File: src/sv/i2c_master_register_access_top_defines.svh
// Assertion macros shared by the sequencer RTL.
// Checks are compiled only for simulation; synthesis sees empty bodies.
`ifndef I2C_MASTER_REGISTER_ACCESS_TOP_DEFINES_SVH
`define I2C_MASTER_REGISTER_ACCESS_TOP_DEFINES_SVH

`ifndef SYNTHESIS

// Same-cycle implication under async reset
`define I2CMRA_ASSERT_IMP(lbl, clk, rst_n, ante, cons) \
    lbl: assert property (@(posedge clk) disable iff (!rst_n) (ante) |-> (cons)) \
        else $error("i2cmra assertion failed");

// Next-cycle implication under async reset
`define I2CMRA_ASSERT_NXT(lbl, clk, rst_n, ante, cons) \
    lbl: assert property (@(posedge clk) disable iff (!rst_n) (ante) |=> (cons)) \
        else $error("i2cmra assertion failed");

`else

`define I2CMRA_ASSERT_IMP(lbl, clk, rst_n, ante, cons)

`define I2CMRA_ASSERT_NXT(lbl, clk, rst_n, ante, cons)

`endif

`endif

File: src/sv/i2cmra_pkg.sv
`timescale 1ns / 1ps

package i2cmra_pkg;

    // Command kinds
    localparam logic [2:0] K_RD8  = 3'd0;
    localparam logic [2:0] K_RD16 = 3'd1;
    localparam logic [2:0] K_RDN  = 3'd2;
    localparam logic [2:0] K_WR8  = 3'd3;
    localparam logic [2:0] K_WR16 = 3'd4;

    // Step numbers inside a written byte (bits occupy steps 0..23)
    localparam logic [4:0] WR_ACK_REL    = 5'd24;
    localparam logic [4:0] WR_ACK_SCLH   = 5'd25;
    localparam logic [4:0] WR_ACK_SAMPLE = 5'd26;

    // Step numbers inside a read byte (bits occupy steps 1..16)
    localparam logic [4:0] RD_BITS_END = 5'd16;
    localparam logic [4:0] RD_ACK_OE   = 5'd17;
    localparam logic [4:0] RD_ACK_SDA  = 5'd18;
    localparam logic [4:0] RD_ACK_SCLH = 5'd19;

    // Start and stop pin steps
    localparam logic [4:0] SS_STEP0 = 5'd0;
    localparam logic [4:0] SS_STEP1 = 5'd1;
    localparam logic [4:0] SS_STEP2 = 5'd2;

    // Segment lengths
    localparam logic [4:0] LEN_START = 5'd3;
    localparam logic [4:0] LEN_STOP  = 5'd4;
    localparam logic [4:0] LEN_READ  = 5'd21;
    localparam logic [4:0] LEN_WRITE = 5'd28;

    // R/W bit appended to the device address
    localparam logic RW_WRITE = 1'b0;
    localparam logic RW_READ  = 1'b1;

    typedef enum logic [10:0] {
        PH_IDLE   = 11'b000_0000_0001,
        PH_START1 = 11'b000_0000_0010,
        PH_ADDRW  = 11'b000_0000_0100,
        PH_REG    = 11'b000_0000_1000,
        PH_WD0    = 11'b000_0001_0000,
        PH_WD1    = 11'b000_0010_0000,
        PH_STOP1  = 11'b000_0100_0000,
        PH_START2 = 11'b000_1000_0000,
        PH_ADDRR  = 11'b001_0000_0000,
        PH_READ   = 11'b010_0000_0000,
        PH_STOP2  = 11'b100_0000_0000
    } phase_t;

    typedef struct packed {
        logic        func;
        logic [2:0]  kind;
        logic [6:0]  dev_addr;
        logic [7:0]  reg_addr;
        logic [15:0] write_data;
        logic [15:0] byte_count;
        logic        sda_in;
    } req_t;

    typedef struct packed {
        logic        scl;
        logic        sda;
        logic        oe;
        logic        busy_res;
        logic        ack_seen;
        logic        data_valid;
        logic [15:0] data_value;
        logic        data_last;
        logic        cmd_rejected;
    } rsp_t;

    // Bit index and sub-step of a write step (step = 3*bit + sub)
    typedef struct packed {
        logic [2:0] bit_idx;
        logic [1:0] sub;
    } wstep_t;

    function automatic wstep_t wstep_decode(input logic [4:0] s);
        wstep_t     d;
        logic [4:0] k3;
        d.bit_idx = 3'd0;
        for (int i = 1; i < 8; i++)
        begin
            if (s >= 5'(3 * i))
            begin
                d.bit_idx = 3'(i);
            end
        end
        k3    = {1'b0, d.bit_idx, 1'b0} + {2'b00, d.bit_idx};
        d.sub = 2'(s - k3);
        return d;
    endfunction

    function automatic logic [4:0] seg_len(input phase_t ph);
        logic [4:0] len;
        case (ph)
            PH_START1, PH_START2: len = LEN_START;
            PH_STOP1, PH_STOP2:   len = LEN_STOP;
            PH_READ:              len = LEN_READ;
            default:              len = LEN_WRITE;
        endcase
        return len;
    endfunction

endpackage

File: src/sv/i2c_master_register_access_top.sv
`timescale 1ns / 1ps

// I2C master for register transactions, driven one pin update per request.
// Request channel (cmd_valid / cmd_stall / cmd): every request is one tick;
// with func set while idle and a known kind it also launches a read8, read16,
// read N, write8 or write16 command and performs the first start-condition step.
// Response channel (res_valid / res_stall / res): exactly one response per
// request, in order, carrying SCL/SDA/OE drive, busy, last ACK, and any read
// result completed on that tick.
// Path: a request is captured in the input register, and the sequencer step
// processes it into the response register; a held response keeps it waiting
// in the input register. Throughput: one request per cycle unless res_stall
// holds, set by the combinational sequencer step between the two registers.
// Stalls: while res_stall holds, the response register keeps its value; the
// input register still fills, then cmd_stall rises until the output drains.
// Reset: asynchronous, active low; both registers empty, sequencer idle with
// SCL and SDA released high and the SDA driver off.
module i2c_master_register_access_top (
    input  logic              clk,
    input  logic              rst_n,
    input  logic              cmd_valid,
    output logic              cmd_stall,
    input  i2cmra_pkg::req_t  cmd,
    output logic              res_valid,
    input  logic              res_stall,
    output i2cmra_pkg::rsp_t  res
);
    import i2cmra_pkg::*;

    logic req_valid_reg;
    req_t req_reg;
    logic rsp_valid_reg;
    rsp_t rsp_reg;
    rsp_t rsp_step;
    logic advance;
    logic fire;

    // Pipeline control
    assign advance   = !rsp_valid_reg || !res_stall;
    assign fire      = req_valid_reg && advance;
    assign cmd_stall = req_valid_reg && !advance;

    // Input register
    always_ff @(posedge clk or negedge rst_n)
    begin
        if (!rst_n)
            req_valid_reg <= 1'b0;
        else if (!cmd_stall)
            req_valid_reg <= cmd_valid;
    end

    always_ff @(posedge clk)
    begin
        if (cmd_valid && !cmd_stall)
            req_reg <= cmd;
    end

    i2cmra_seq u_seq (
        .clk   (clk),
        .rst_n (rst_n),
        .fire  (fire),
        .req   (req_reg),
        .rsp   (rsp_step)
    );

    // Response register
    always_ff @(posedge clk or negedge rst_n)
    begin
        if (!rst_n)
            rsp_valid_reg <= 1'b0;
        else if (advance)
            rsp_valid_reg <= req_valid_reg;
    end

    always_ff @(posedge clk)
    begin
        if (fire)
            rsp_reg <= rsp_step;
    end

    assign res_valid = rsp_valid_reg;
    assign res       = rsp_reg;

endmodule

File: src/sv/i2cmra_seq.sv
`timescale 1ns / 1ps

`include "i2c_master_register_access_top_defines.svh"

module i2cmra_seq (
    input  logic              clk,
    input  logic              rst_n,
    input  logic              fire,
    input  i2cmra_pkg::req_t  req,
    output i2cmra_pkg::rsp_t  rsp
);
    import i2cmra_pkg::*;

    // Sequencer state
    phase_t      phase_reg, phase_next;
    logic [4:0]  step_reg, step_next;
    logic        scl_reg, scl_next;
    logic        sda_reg, sda_next;
    logic        oe_reg, oe_next;
    logic [2:0]  kind_reg, kind_next;
    logic [6:0]  dev_reg, dev_next;
    logic [7:0]  raddr_reg, raddr_next;
    logic [15:0] wdata_reg, wdata_next;
    logic [15:0] left_reg, left_next;
    logic [7:0]  shift_reg, shift_next;
    logic [7:0]  high_reg, high_next;
    logic        ack_reg, ack_next;

    // Working values for the current tick
    phase_t      ph_c;
    phase_t      ph_adv;
    logic [4:0]  st_c;
    logic [4:0]  st_inc;
    logic        launch;
    logic        is_wr;
    logic [7:0]  tx_byte;
    wstep_t      wdec;
    logic        valid;
    logic [15:0] value;
    logic        last;

    always_comb
    begin
        phase_next = phase_reg;
        step_next  = step_reg;
        scl_next   = scl_reg;
        sda_next   = sda_reg;
        oe_next    = oe_reg;
        kind_next  = kind_reg;
        dev_next   = dev_reg;
        raddr_next = raddr_reg;
        wdata_next = wdata_reg;
        left_next  = left_reg;
        shift_next = shift_reg;
        high_next  = high_reg;
        ack_next   = ack_reg;
        valid      = 1'b0;
        value      = 16'd0;
        last       = 1'b0;
        ph_c       = phase_reg;
        st_c       = step_reg;

        // Command launch from idle; unknown kinds are dropped silently
        launch = req.func && (phase_reg == PH_IDLE) && (req.kind <= K_WR16);
        if (launch)
        begin
            kind_next  = req.kind;
            dev_next   = req.dev_addr;
            raddr_next = req.reg_addr;
            wdata_next = req.write_data;
            case (req.kind)
                K_RD8:   left_next = 16'd1;
                K_RD16:  left_next = 16'd2;
                K_RDN:   left_next = req.byte_count;
                default: left_next = 16'd0;
            endcase
            ph_c = PH_START1;
            st_c = 5'd0;
        end

        is_wr = (kind_next == K_WR8) || (kind_next == K_WR16);

        // Byte shifted out in a write segment
        case (ph_c)
            PH_ADDRW: tx_byte = {dev_next, RW_WRITE};
            PH_ADDRR: tx_byte = {dev_next, RW_READ};
            PH_REG:   tx_byte = raddr_next;
            PH_WD0:   tx_byte = wdata_next[7:0];
            default:  tx_byte = wdata_next[15:8];
        endcase
        wdec = wstep_decode(st_c);

        // One pin update per tick
        if (ph_c != PH_IDLE)
        begin
            case (ph_c)
                PH_START1, PH_START2:
                begin
                    if (st_c == SS_STEP0)
                        oe_next = 1'b1;
                    else if (st_c == SS_STEP1)
                        sda_next = 1'b0;
                    else
                        scl_next = 1'b0;
                end
                PH_STOP1, PH_STOP2:
                begin
                    if (st_c == SS_STEP0)
                        sda_next = 1'b0;
                    else if (st_c == SS_STEP1)
                        scl_next = 1'b1;
                    else if (st_c == SS_STEP2)
                        sda_next = 1'b1;
                    else
                        oe_next = 1'b0;
                end
                PH_READ:
                begin
                    if (st_c == 5'd0)
                    begin
                        oe_next    = 1'b0;
                        shift_next = 8'd0;
                    end
                    else if (st_c <= RD_BITS_END)
                    begin
                        // odd steps raise SCL, even steps sample and lower it
                        if (st_c[0])
                        begin
                            scl_next = 1'b1;
                        end
                        else
                        begin
                            shift_next = {shift_reg[6:0], req.sda_in};
                            scl_next   = 1'b0;
                        end
                    end
                    else if (st_c == RD_ACK_OE)
                        oe_next = 1'b1;
                    else if (st_c == RD_ACK_SDA)
                        sda_next = 1'b0;
                    else if (st_c == RD_ACK_SCLH)
                        scl_next = 1'b1;
                    else
                    begin
                        // master ACK done: byte complete
                        scl_next  = 1'b0;
                        left_next = left_reg - 16'd1;
                        if ((kind_next == K_RD16) && (left_next != 16'd0))
                        begin
                            high_next = shift_reg;
                        end
                        else
                        begin
                            valid = 1'b1;
                            value = (kind_next == K_RD16) ? {high_reg, shift_reg}
                                                          : {8'd0, shift_reg};
                            last  = (left_next == 16'd0);
                        end
                    end
                end
                default:
                begin
                    // write segment: SDA, SCL high, SCL low per bit, then ACK slot
                    if (st_c < WR_ACK_REL)
                    begin
                        if (wdec.sub == 2'd0)
                            sda_next = tx_byte[3'd7 - wdec.bit_idx];
                        else if (wdec.sub == 2'd1)
                            scl_next = 1'b1;
                        else
                            scl_next = 1'b0;
                    end
                    else if (st_c == WR_ACK_REL)
                        oe_next = 1'b0;
                    else if (st_c == WR_ACK_SCLH)
                        scl_next = 1'b1;
                    else if (st_c == WR_ACK_SAMPLE)
                    begin
                        ack_next = !req.sda_in;
                        scl_next = 1'b0;
                    end
                    else
                        oe_next = 1'b1;
                end
            endcase

            // Segment sequencing
            case (ph_c)
                PH_START1: ph_adv = PH_ADDRW;
                PH_ADDRW:  ph_adv = PH_REG;
                PH_REG:    ph_adv = is_wr ? PH_WD0 : PH_STOP1;
                PH_WD0:    ph_adv = (kind_next == K_WR16) ? PH_WD1 : PH_STOP2;
                PH_WD1:    ph_adv = PH_STOP2;
                PH_STOP1:  ph_adv = PH_START2;
                PH_START2: ph_adv = PH_ADDRR;
                PH_ADDRR:  ph_adv = (left_next != 16'd0) ? PH_READ : PH_STOP2;
                PH_READ:   ph_adv = (left_next != 16'd0) ? PH_READ : PH_STOP2;
                default:   ph_adv = PH_IDLE;
            endcase

            st_inc = st_c + 5'd1;
            if (st_inc >= seg_len(ph_c))
            begin
                step_next  = 5'd0;
                phase_next = ph_adv;
            end
            else
            begin
                step_next  = st_inc;
                phase_next = ph_c;
            end
        end
        else
        begin
            ph_adv = PH_IDLE;
            st_inc = 5'd0;
        end
    end

    // Result of this tick
    always_comb
    begin
        rsp.scl          = scl_next;
        rsp.sda          = sda_next;
        rsp.oe           = oe_next;
        rsp.busy_res     = (phase_next != PH_IDLE);
        rsp.ack_seen     = ack_next;
        rsp.data_valid   = valid;
        rsp.data_value   = value;
        rsp.data_last    = last;
        rsp.cmd_rejected = req.func && (phase_reg != PH_IDLE);
    end

    // State registers advance once per processed request
    always_ff @(posedge clk or negedge rst_n)
    begin
        if (!rst_n)
        begin
            phase_reg <= PH_IDLE;
            step_reg  <= 5'd0;
            scl_reg   <= 1'b1;
            sda_reg   <= 1'b1;
            oe_reg    <= 1'b0;
            kind_reg  <= K_RD8;
            dev_reg   <= 7'd0;
            raddr_reg <= 8'd0;
            wdata_reg <= 16'd0;
            left_reg  <= 16'd0;
            shift_reg <= 8'd0;
            high_reg  <= 8'd0;
            ack_reg   <= 1'b0;
        end
        else if (fire)
        begin
            phase_reg <= phase_next;
            step_reg  <= step_next;
            scl_reg   <= scl_next;
            sda_reg   <= sda_next;
            oe_reg    <= oe_next;
            kind_reg  <= kind_next;
            dev_reg   <= dev_next;
            raddr_reg <= raddr_next;
            wdata_reg <= wdata_next;
            left_reg  <= left_next;
            shift_reg <= shift_next;
            high_reg  <= high_next;
            ack_reg   <= ack_next;
        end
    end

    // Checks
    `I2CMRA_ASSERT_NXT(a_hold_no_fire, clk, rst_n, !fire, $stable(phase_reg) && $stable(step_reg))
    `I2CMRA_ASSERT_NXT(a_launch_start, clk, rst_n, fire && launch, (phase_reg == PH_START1) && (step_reg == 5'd1))
    `I2CMRA_ASSERT_IMP(a_data_in_read, clk, rst_n, fire && rsp.data_valid, phase_reg == PH_READ)
    `I2CMRA_ASSERT_IMP(a_idle_bus_free, clk, rst_n, phase_reg == PH_IDLE, scl_reg && sda_reg && !oe_reg)

endmodule
File: config.mk
export PLATFORM = sky130hd
export DESIGN_NAME = i2c_master_register_access_top
export DESIGN_NICKNAME = d
export VERILOG_FILES = /design/src/sv/i2cmra_pkg.sv /design/src/sv/i2c_master_register_access_top.sv /design/src/sv/i2cmra_seq.sv
export VERILOG_INCLUDE_DIRS = /design/src /design/src/sv
export SDC_FILE = /design/constraint.sdc
export NUM_CORES = 1
export LEC_CHECK = 0
export ABC_AREA = 1
export CAP_MARGIN = 20
export CORE_ASPECT_RATIO = 0.75
export CORE_UTILIZATION = 55
export CTS_CLUSTER_DIAMETER = 200
export CTS_CLUSTER_SIZE = 10
export DETAILED_ROUTE_END_ITERATION = 10
export DONT_BUFFER_PORTS = 1
export GPL_TIMING_DRIVEN = 0
export MAX_ROUTING_LAYER = met4
export PLACE_DENSITY = 0.7
export SETUP_SLACK_MARGIN = 0.3
export SYNTH_ARGS = -nofsm -noshare
export SYNTH_HDL_FRONTEND = slang
export SYNTH_HIERARCHICAL = 1
export SYNTH_SLANG_ARGS = --single-unit
export TNS_END_PERCENT = 30
File: constraint.sdc
create_clock -name clk -period 10 [get_ports clk]
set_input_delay 0.5 -clock clk [delete_from_list [all_inputs] [get_ports clk]]
set_output_delay 0.5 -clock clk [all_outputs]
set_load 0.05 [all_outputs]
==> impl_results.md, run 1 <==
* Clock Skews at 0.00997 ns
* CTS H-tree lvls at 4
* Io pins at 82
* Clock slew at reported path FFs at roughly 0.070 ns
* Adder-cell share of the synthesized area at 1.68%
* Synth Cell Area at 8950 µm²
* Hold Path Class: in2reg
* Tot Pwr at ~2.9 mW
* Drc violations at 0
* Clk buf depth at 2
* Worst Slack Setup Final at 5.09 ns
* Multi-input logic area at 3740 µm²
* Req. time, crit path at 10.19 ns
* Distinct cell type count after synthesis at 52
* Fin. Hold Viols at 0
* Slew margin rel. at 48.3%
* Die height at 112 µm
* Crit path capture: res[22]$_DFFE_PP_
* Peak VDD IR at roughly 150 µV
* Hold slack at 0.161 ns
* Synth Area in XOR/XNOR at 1.47%
* Multiplexer share of the synthesized area at 0.894%
* Reg area at 4490 µm²
* Area Growth Syn to Fin at 9.98%
* Fmax at roughly 200 MHz
* Crit. End Element: flip-flop
* Antenna fix cells at 0
* Max incr delay on CP at ~0.43 ns
* Pre-antenna DRT Iters at 5
* Top FF cell, synth: dfrtp_1
* Number of max-cap violations at 0
* Worst-Margin Slew at roughly 0.77 ns
* CTS sink cnt at approximately 160
* Global-route wire length before repair at 35,600 µm
* R2R depth at 30
* Initial antenna violation count at 0
* Post-route cell area at slightly below 10,000 µm²
* Largest net degree at the start of global routing at 89
* Kind of critical path: reg2reg
* Commonest non-fill, non-tap cell in the layout: nand2_1
* Filler cells at approximately 1,300
* Avg Cell Area, Syn at 8.58 µm²
* Worst-Skew Late Latency at 0.43 ns
* Post-DP Area at about 9000 µm²
* Layout cells sized above 1 at 11.6%
* Most used cell, CP: nand2_1
* Die area at 16,800 µm²
* Row count at 39
* Cts repair resizes at 0
* DP Worst Slack at approximately 5.2 ns
* WL per Instance at 17.1 µm
* Fin crit share at 49.1%
* Async SR Flop Fraction at roughly 54%
* Routability cong. at 0.965
* Final Critical Period at 4.91 ns
* Sequential share of the synthesized area at 50.1%
* CP max FO at 10
* Setup-failing EPs final at 0
* Final net count at 1,135
* Critical R2R Launch: u_seq/phase_reg[1]$_DFFE_PN0P_
* Most frequent cells in the layout: nand2_1, inv_1, o21ai_0
* CTS tree: done
* Hold_buf cts at 2
* Setup TNS at 0 ns
* Largest register FFs at 52
* Critical path origin: u_seq/phase_reg[1]$_DFFE_PN0P_
* Post-CTS setup buffers at 0
* Post-synthesis simple-gate area fraction at 26.5%
* Clock Root Buffer: clkbuf_16
* Vias at between 7,000 and 8,000
* Initial DRC count at between 600 and 700
* Number of global-route vias before repair at 6,761
* R2R Path End: res[22]$_DFFE_PP_
* Critical Path AT at 5.10 ns
* Area of the core at 15,600 µm²
* Mapped Cells at 1,044
* Routed Antenna Nets at 0
* Worst Setup Start Kind: flip-flop
* Status: completed
* CTS buffer count at 17
* Reg-to-reg slack, setup at 5.09 ns
* Global route overflow at 0
* Mapped Nets at roughly 1,100
* CP max-delay cell: dfrtp_1
* Leak at 4.24 nW
* Unrepaired setup endpoints after global routing: false
* Wirelength, routed at 22,000 µm
* Max-slew violation count at 0
* EDFF count, synth at 76
* Synthesized flop and latch total at 164
* IO Port Bufs at 0
* Post-synthesis compound-gate area fraction at between 10% and 20%
* Power density cells at 295 nW/µm²
* Avg Vias per Cell at approximately 5.7
* HPWL after DPL at between 15,000 and 20,000 µm
* Total global routing track utilization at 28.7%
* Main combinational cell family by area after synthesis: simple AND/OR/NAND/NOR gates
* Yosys warnings at 6
* Hold Crit Depth at 0
* Effective utilization at floorplan at 57.5%
* Die X at 149 µm
synth_stat cells, types with 12 or more instances:
cell	count	area, µm²
nand2_1	247	927
inv_1	111	417
o21ai_0	106	531
dfrtp_1	85	2130
nor2_1	82	308
edfxtp_1	76	2280
nand3_1	70	350
a21oi_1	36	180
nand4_1	18	113
clkbuf_1	17	63.8
nor3_1	17	85.1
nor2_4	15	169
xor2_1	14	123
ha_1	12	150
o21ai_1	12	60.1
cells by family (layout without fill, tap and decap cells):
| family | Yosys count | in the layout |
|---|---|---|
| flops | 164 | 164 |
| simple gates | 497 | 497 |
| fa+ha+maj | 12 | 12 |
| buf+inv | 163 | 199 |
| mux | 8 | 8 |
| xor+xnor | 15 | 15 |
| compound gates | 185 | 185 |
final cells by class:
type                            instances  area share, %
Sequential cell                       164           45.6
Clock inverter                         13           1.30
Clock buffer                           19           4.40
Buffer                                 40           2.64
Inverter                              123           4.71
Multi-Input combinational cell        717           38.0
Timing Repair Buffer                    4          0.737
Tap cell                              205           2.60
worst min-delay path by stage:
stage / start / slack [ns] / to
CTS: cmd[25] / 0.15 / req_reg[25]$_DFFE_PP_
finish: cmd[24] / 0.16 / req_reg[24]$_DFFE_PP_
global placement: rst_n / 0.21 / u_seq/left_reg[9]$_DFFE_PN0P_
floorplan: rst_n / 0.20 / req_valid_reg$_DFFE_PN0N_
global route: cmd[25] / 0.14 / req_reg[25]$_DFFE_PP_
detailed placement: rst_n / 0.21 / u_seq/left_reg[9]$_DFFE_PN0P_
layer usage:
| layer | GRT usage, % | part of all wire (%) | up-vias |
|---|---|---|---|
| met5 | - | 0 | - |
| met4 | 8.71 | 1.4 | 0 |
| met3 | 6.22 | 7.7 | 26 |
| met2 | 39.1 | 42 | 308 |
| met1 | 42.5 | 49 | 3411 |
| li1 | - | - | 3526 |
through the flow:
stage	util, %	std cells
final	63.3	1285
after global routing	63.3	1285
after CTS	63.3	1285
after detailed placement	59.4	1251
after global placement	59.2	1249
after floorplan	-	1044
critical path: cells and delay by family, from the launching register on:
| kind | cells | cell delay (ns) |
|---|---|---|
| AOI/OAI and AO/OA | 1 | 0.07 |
| DFF | 1 | 0.43 |
| xor gates and xnor gates | 1 | 0.19 |
| and+or+nand+nor | 16 | 2.13 |
| adders and majority gates | 3 | 0.65 |
| buffers and inverters | 9 | 1.18 |
power by group:
group	leakage, nW	internal, mW	switching [mW]	total, mW
clock network	0.263	0.346	0.280	0.626
logic	2.10	0.449	0.867	1.32
registers	1.88	0.834	0.129	0.963
Note: power is estimated with default switching activity, not from simulation.
==> run 2, diff against run 1 <==
Settings changed: ABC_AREA 1 to 0, PLACE_DENSITY 0.7 to 0.73.
Clock period 10 ns to 4.3 ns, I/O delays scaled along.
==> run 2 against run 1 <==
Compared with the run above: the flow now finishes with violations (setup timing); sequential share of layout area shrank 2.3 points; non-clock buffer count increased by 83; via count decreased by 7.3%; clock skew shrank 0.0018 ns; critical path depth decreased by 10; worst hold slack worse by 0.027 ns; first-iteration DRC count rose by 8.0%; core utilization rose by 7.3 points; synthesized cell count decreased by 25%; die area fell by 5.9%; largest cell class unchanged; highest routed layer unchanged.
==> impl_results.md, run 2 <==
* Commonest cells in the netlist: nand2_1, dfrtp_1, edfxtp_1, nor2_1
* Final Critical Period at 4.85 ns (-0.0590 ns)
* Avg Cell Area, Syn at 10.8 µm² (+26%)
* Setup TNS at -1.57 ns (-1.57 ns)
* Slew margin rel. at 38.4% (-9.9 points)
* Area Growth Syn to Fin at 23.1%
* Pre-antenna DRT Iters at 6 (+1)
* Worst Hold End: res[21]$_DFFE_PP_
* Die height at 109 µm (-3.0%)
* Initial DRC count at 742 (+8.0%)
* CTS tree: done
* Layout cells sized above 1 at 20.8% (+9.3 points)
* Top-count cell post-synth: nand2_1
* Mapped Nets at 849 (-24%)
* Die area at 15,800 µm² (-5.9%)
* HPWL after DPL at 15,100 µm (-5.4%)
* CTS buffer count at 17 (unchanged)
* Max incr delay on CP at 0.57 ns (+0.14 ns)
* Critical Path AT at 5.04 ns (-0.06 ns)
* Row count at 38 (-2.6%)
* Sequential share of the synthesized area at 53.3% (+3.2 points)
* Worst-Margin Slew at 0.911 ns (+0.141 ns)
* EDFF count, synth at 76 (unchanged)
* Tot Pwr at 6.69 mW (+130%)
* Async SR Flop Fraction at 53.7% (unchanged)
* Largest register FFs at 52 (unchanged)
* Drc violations at 0 (unchanged)
* Hold Crit Depth at 1 (+1)
* Crit-path leading delay family: simple AND/OR/NAND/NOR gates
* CP max FO at 5 (-5)
* Power density cells at 646 nW/µm² (+120%)
* Global-route wire length before repair at 35,600 µm (about the same)
* Mapped Cells at 781 (-25%)
* IO Port Bufs at 0 (unchanged)
* Clock Skews at 0.00817 ns (-0.00180 ns)
* Metal3 WL at 2050 µm (+22%)
* CTS H-tree lvls at 4 (unchanged)
* Top sig layer: met4
* Clk buf depth at 2 (unchanged)
* Routability cong. at 0.938 (-2.9%)
* Global route overflow at 0 (unchanged)
* Avg Vias per Cell at 6.17 (+9.0%)
* Setup-failing EPs final at 4 (+4)
* Post-synth top area cell: edfxtp_1
* R2R Path End: res[22]$_DFFE_PP_
* Leak at 4.30 nW (+1.6%)
* Routed Antenna Nets at 0 (unchanged)
* Area of the core at 14,700 µm² (-5.6%)
* Peak VDD IR at 382 µV (+150%)
* Top FF cell, synth: dfrtp_1
* Wirelength, routed at 22,700 µm (+3.4%)
* Fmax at 206 MHz (+1.2%)
* Post-route cell area at 10,400 µm² (+5.3%)
* Antenna fix cells at 0 (unchanged)
* Placed Instances at 983 (-21%)
* Met1 wire length at 10,300 µm (-4.0%)
* Synth top area share at 27.1% (+1.6 points)
* CP max-delay cell: dfstp_2
* WL per Instance at 20.8 µm (+22%)
* Number of global-route vias before repair at 6,479 (-4.2%)
* Most frequent cells in the layout: dfrtp_1, nand2_1, edfxtp_1
* Max-slew violation count at 0 (unchanged)
* Req. time, crit path at 4.49 ns (-5.70 ns)
* Initial antenna violation count at 0 (unchanged)
* Total global routing track utilization at 31.8% (+3.1 points)
* Status: complete, but fails checks
* Clock Root Buffer: clkbuf_16
* Kind of critical path: reg2reg
* Critical-path cell list: nor2b_1 -> and3_1 -> nand2_4 -> buf_12 -> clkbuf_16 -> clkbuf_16 -> and2_4 -> ha_4 -> buf_8 -> o31a_1 -> o221ai_2 -> a31oi_4 -> ha_4 -> xor2_2 -> o32a_1 -> xnor2_2 -> or3_4 -> a31oi_4 -> nor3_2 -> buf_4
* Worst-Skew Late Latency at 0.43 ns (about the same)
* Worst Slack Setup Final at -0.547 ns (-5.64 ns)
* Crit. End Element: flip-flop
* Unrepaired setup endpoints after global routing: true
* Largest cells by area after synthesis: edfxtp_1, dfrtp_1, mux2_2
* Fin. Hold Viols at 0 (unchanged)
* Synthesized flop and latch total at 164 (unchanged)
* Effective utilization at floorplan at 57.3% (-0.20 points)
* Critical R2R Launch: u_seq/phase_reg[0]$_DFFE_PN1P_
* Die X at 145 µm (-3.0%)
* Violated checks: setup timing
* R2R depth at 20 (-33%)
* Min-delay src: res_stall
* WL met2 at 10,000 µm (+8.9%)
* Hold Path Class: in2reg
* Largest net degree at the start of global routing at 89 (unchanged)
* CTS sink cnt at 164 (unchanged)
* DP Worst Slack at -1.29 ns (-6.46 ns)
* Clock slew at reported path FFs at 0.07 ns (about the same)
* Worst Setup Start Kind: flip-flop
* Crit path buf inv count at 5 (-4)
* Synth Cell Area at 8420 µm² (-6.0%)
* Vias at 6,739 (-7.3%)
* Fin crit share at 113% (+64 points)
* Distinct cell type count after synthesis at 80 (+54%)
* Io pins at 82 (unchanged)
* Finished Layout Cells at 1,093 (-15%)
* Reg-to-reg slack, setup at -0.55 ns (-5.64 ns)
* Post-DP Area at 8790 µm² (-5.0%)
* Final net count at 948 (-16%)
* Yosys warnings at 6 (unchanged)
* Number of max-cap violations at 0 (unchanged)
==> run 2: worst reg2reg max path, cell delays in order, from the launching register on <==
cell and delay, ns:
dfstp_2 0.57, nor2b_1 0.39, and3_1 0.39, nand2_4 0.12, buf_12 0.15, clkbuf_16 0.13
clkbuf_16 0.13, and2_4 0.19, ha_4 0.18, buf_8 0.12, o31a_1 0.24, o221ai_2 0.19
a31oi_4 0.15, ha_4 0.19, xor2_2 0.18, o32a_1 0.34, xnor2_2 0.17, or3_4 0.41
a31oi_4 0.20, nor3_2 0.06, buf_4 0.14
==> run 2: cell families after synthesis <==
family,Yosys count,synth area share (%)
AO/OA/AOI/OAI,181,14.5
XOR/XNOR,15,1.56
adder cells (fa/ha/maj),13,1.90
buffers and inverters,67,3.77
flip-flops,164,53.3
multiplexers,61,7.93
AND/OR/NAND/NOR,280,17.0
==> run 2: final cells by class <==
type | count | area, µm²
well taps | 200 | 250
inverters | 20 | 75.1
fillers | 1083 | 4320
plain buffers | 47 | 334
repair buffers | 80 | 777
flip-flops and latches | 164 | 4490
multi-input cells | 550 | 3830
clock buffers | 19 | 454
clock inverters | 13 | 156
==> run 2: worst max path at each step <==
stage | from | end | slack (ns) | cells past startpoint
after floorplan | u_seq/phase_reg[6]$_DFFE_PN0P_ | res[23]$_DFFE_PP_ | -0.47 | 22
after global placement | u_seq/phase_reg[3]$_DFFE_PN0P_ | res[22]$_DFFE_PP_ | -1.31 | 22
after detailed placement | u_seq/phase_reg[3]$_DFFE_PN0P_ | res[22]$_DFFE_PP_ | -1.29 | 22
after CTS | u_seq/phase_reg[6]$_DFFE_PN0P_ | res[22]$_DFFE_PP_ | -0.50 | 22
after global routing | u_seq/phase_reg[0]$_DFFE_PN1P_ | res[22]$_DFFE_PP_ | -0.68 | 20
final | u_seq/phase_reg[0]$_DFFE_PN1P_ | res[22]$_DFFE_PP_ | -0.55 | 20
==> run 2: where the power goes <==
part / internal [mW] / switching, mW
Clock: 0.865 / 0.698
Sequential: 1.95 / 0.332
Combinational: 1.23 / 1.61
==> run 2: layer usage <==
layer | global-route usage [%] | vias up
li1 | - | 3069
met1 | 45.5 | 3329
met2 | 44.8 | 318
met3 | 6.85 | 23
met4 | 10.4 | 0
met5 | - | -
==> run 2: what timing repair did <==
action,4_1_cts,5_1_grt
endpoints found under the hold margin,142,0
gates resized for setup,28,35
hold buffers,57,0
cloned,1,0
pin swaps,9,3
setup buffers,15,4
setup endpoints to repair,64,63
==> run 2: metrics by stage <==
| stage | utilization (%) | hold WS (ns) |
|---|---|---|
| floorplan | - | -0.0806 |
| global placement | 59.5 | -0.0783 |
| detailed placement | 59.8 | -0.0782 |
| CTS | 69.7 | 0.123 |
| global route | 70.6 | 0.144 |
| finish | 70.6 | 0.135 |
==> run 3, diff against run 2 <==
Settings changed: CTS_BUF_LIST set to sky130_fd_sc_hd__clkbuf_4 sky130_fd_sc_hd__clkbuf_8 sky130_fd_sc_hd__clkbuf_16, SETUP_SLACK_MARGIN 0.3 to 0.5.
==> run 3 against run 2 <==
Compared with the run above: sequential cell count stayed put; the flow still finishes with violations (setup timing); non-clock buffer count is 2 higher; global-route usage is 0.056 points higher; critical path depth is 3 higher; largest cell class unchanged; worst hold slack worse by 0.017 ns; combinational power is 6% higher; maximum frequency is 0.27% higher; via count is 0.68% higher; critical path type unchanged.
==> impl_results.md, run 3 (synthesized netlist as in run 2, its figures left out) <==
* Status: complete, but fails checks
* Violated checks: setup timing
* Filler cells at 1,016 (-6.2%)
* Avg Vias per Cell at 6.20 (+0.50%)
* Crit. End Element: flip-flop
* Largest net degree at the start of global routing at 89 (unchanged)
* Io pins at 82 (unchanged)
* Area of the core at 14,700 µm² (unchanged)
* Worst-Margin Slew at 0.902 ns (-0.00888 ns)
* HPWL after DPL at 15,200 µm (+0.93%)
* CTS tree: done
* Critical-path cell list: buf_6 -> or4_4 -> buf_8 -> nor3_4 -> nand2_4 -> buf_12 -> clkbuf_16 -> clkbuf_16 -> and2_4 -> ha_4 -> nand2_1 -> nor2_1 -> ha_2 -> a21oi_4 -> a31oi_4 -> ha_4 -> xor2_2 -> o32a_1 -> xnor2_2 -> or3_4 -> a31oi_4 -> nor3_2 -> buf_4
* Comb pwr share at 44.2% (+1.7 points)
* Final Critical Period at 4.83 ns (-0.0130 ns)
* Fin crit share at 112% (-0.30 points)
* Sw Ratio at 39.6% (+0.093 points)
* Hold Crit Depth at 1 (unchanged)
* CTS sink cnt at 164 (unchanged)
* Clock share of power at 22.5% (-0.9 points)
* Die X at 145 µm (unchanged)
* Commonest non-fill, non-tap cell in the layout: dfrtp_1
* Worst-Skew Late Latency at 0.43 ns (about the same)
* Antenna fix cells at 0 (unchanged)
* WL per Instance at 21.0 µm (+1.0%)
* Total global routing track utilization at 31.8% (+0.056 points)
* Layout cells sized above 1 at 22.8% (+2.0 points)
* Number of global-route vias before repair at 6,465 (-0.22%)
* IO Port Bufs at 0 (unchanged)
* Die height at 109 µm (unchanged)
* Routed Antenna Nets at 0 (unchanged)
* Wirelength, routed at 23,000 µm (+1.2%)
* Vias at 6,785 (+0.68%)
* Worst Slack Setup Final at -0.534 ns (+0.0130 ns)
* Peak VDD IR at 379 µV (-0.68%)
* Flop pwr share at 33.3% (-0.8 points)
* CTS buffer count at 17 (unchanged)
* Worst Hold End: res[10]$_DFFE_PP_
* Kind of critical path: reg2reg
* Fin util at 71.7% (+1.1 points)
* Largest register FFs at 52 (unchanged)
* Drc violations at 0 (unchanged)
* Initial DRC count at 747 (+0.67%)
* Clock Root Buffer: clkbuf_16
* Internal at 4.13 mW (+1.9%)
* Reg-to-reg slack, setup at -0.53 ns (about the same)
* Worst Setup Start Kind: flip-flop
* Hold Path Class: in2reg
* Post-DP Area at 8790 µm² (about the same)
* Req. time, crit path at 4.49 ns (about the same)
* Initial antenna violation count at 0 (unchanged)
* Setup-failing EPs final at 4 (unchanged)
* Global-route wire length before repair at 35,900 µm (+0.70%)
* Global route overflow at 0 (unchanged)
* Area Growth Syn to Fin at 25.1%
* Max-slew violation count at 0 (unchanged)
* Pre-antenna DRT Iters at 8 (+2)
* R2R depth at 23 (+15%)
* Fmax at 207 MHz (+0.27%)
* Unrepaired setup endpoints after global routing: true
* Clock Skews at 0.00946 ns (+0.00128 ns)
* Min-delay src: res_stall
* CTS H-tree lvls at 4 (unchanged)
* Final net count at 950 (+0.21%)
* Row count at 38 (unchanged)
* Slew margin rel. at 39.0% (+0.60 points)
* Max incr delay on CP at 0.48 ns (-0.09 ns)
* Effective utilization at floorplan at 57.3% (unchanged)
* Fin. Hold Viols at 0 (unchanged)
* Routability cong. at 0.942 (+0.50%)
* Clk buf depth at 2 (unchanged)
* Die area at 15,800 µm² (unchanged)
* Clock slew at reported path FFs at 0.07 ns (about the same)
* Leak at 4.31 nW (+0.21%)
* Post-route cell area at 10,500 µm² (+1.6%)
* Number of max-cap violations at 0 (unchanged)
* Power density cells at 649 nW/µm² (+0.50%)
* R2R Path End: res[22]$_DFFE_PP_
* Critical R2R Launch: u_seq/phase_reg[6]$_DFFE_PN0P_
* Sw power at 2.70 mW (+2.3%)
* CP max FO at 5 (unchanged)
* Critical Path AT at 5.03 ns (about the same)
* CP max-delay cell: or4_4
* Most frequent cells in the layout: dfrtp_1, nand2_1, edfxtp_1
run 3: repair_timing:
action	in CTS	in global routing
pin swaps	15	9
gates cloned	0	0
hold buffers	57	0
resized for setup	55	36
setup endpoints to repair	72	91
buffers inserted	16	6
hold endpoints to repair	142	0
run 3: layout make-up:
class / instances / area (µm²) / area share [%]
timing repair buffer: 82 / 816 / 7.75
clock inverter: 15 / 164 / 1.56
clock buffer: 17 / 425 / 4.04
tap: 200 / 250 / 2.38
multi-input combinational: 550 / 3950 / 37.5
buffer: 47 / 360 / 3.42
inverter: 20 / 75.1 / 0.713
sequential: 164 / 4490 / 42.6
run 3: power groups by stage:
stage / clock [mW] / combinational (mW) / sequential [mW]
2_1_floorplan: 0 / 1.74 / 2.24
3_3_place_gp: 0 / 2.24 / 2.29
3_5_place_dp: 0 / 2.27 / 2.30
4_1_cts: 1.54 / 2.72 / 2.27
5_1_grt: 1.62 / 3.25 / 2.31
6_report: 1.54 / 3.02 / 2.28
run 3: how the worst max path moves through the flow:
stage                             end                      startpoint  depth (start not counted)  slack (ns)
CTS                 res[22]$_DFFE_PP_  u_seq/phase_reg[6]$_DFFE_PN0P_                         22       -0.48
global placement    res[22]$_DFFE_PP_  u_seq/phase_reg[3]$_DFFE_PN0P_                         22       -1.33
finish              res[22]$_DFFE_PP_  u_seq/phase_reg[6]$_DFFE_PN0P_                         23       -0.53
floorplan           res[23]$_DFFE_PP_  u_seq/phase_reg[6]$_DFFE_PN0P_                         22       -0.47
global route        res[22]$_DFFE_PP_  u_seq/phase_reg[6]$_DFFE_PN0P_                         24       -0.63
detailed placement  res[22]$_DFFE_PP_  u_seq/phase_reg[6]$_DFFE_PN0P_                         23       -1.31
run 3: through the flow:
| stage | instances | power, mW | TNS, ns | hold WS [ns] | setup WS [ns] |
|---|---|---|---|---|---|
| 2_1_floorplan | 781 | 3.98 | -1.34 | -0.0806 | -0.474 |
| 4_1_cts | 1088 | 6.53 | -1.34 | 0.115 | -0.484 |
| 5_1_grt | 1095 | 7.18 | -2.14 | 0.115 | -0.628 |
| 3_3_place_gp | 981 | 4.53 | -34.55 | -0.0784 | -1.33 |
| 6_report | 1095 | 6.83 | -1.75 | 0.118 | -0.534 |
| 3_5_place_dp | 983 | 4.58 | -11.46 | -0.0783 | -1.31 |
run 3: metal layers:
metal / wire [µm] / track usage, %
met3: 1690 / 6.54
met1: 10500 / 44.8
met2: 10600 / 47.4
met4: 229 / 7.14
met5: 0 / -
run 3: worst max-delay path, delay by kind of cell (launching register included):
kind / cells / cell delay [ns]
compound gates: 4 / 0.84
fa+ha+maj: 3 / 0.60
buf+inv: 6 / 0.80
flops: 1 / 0.37
xor+xnor: 2 / 0.36
simple gates: 8 / 1.61
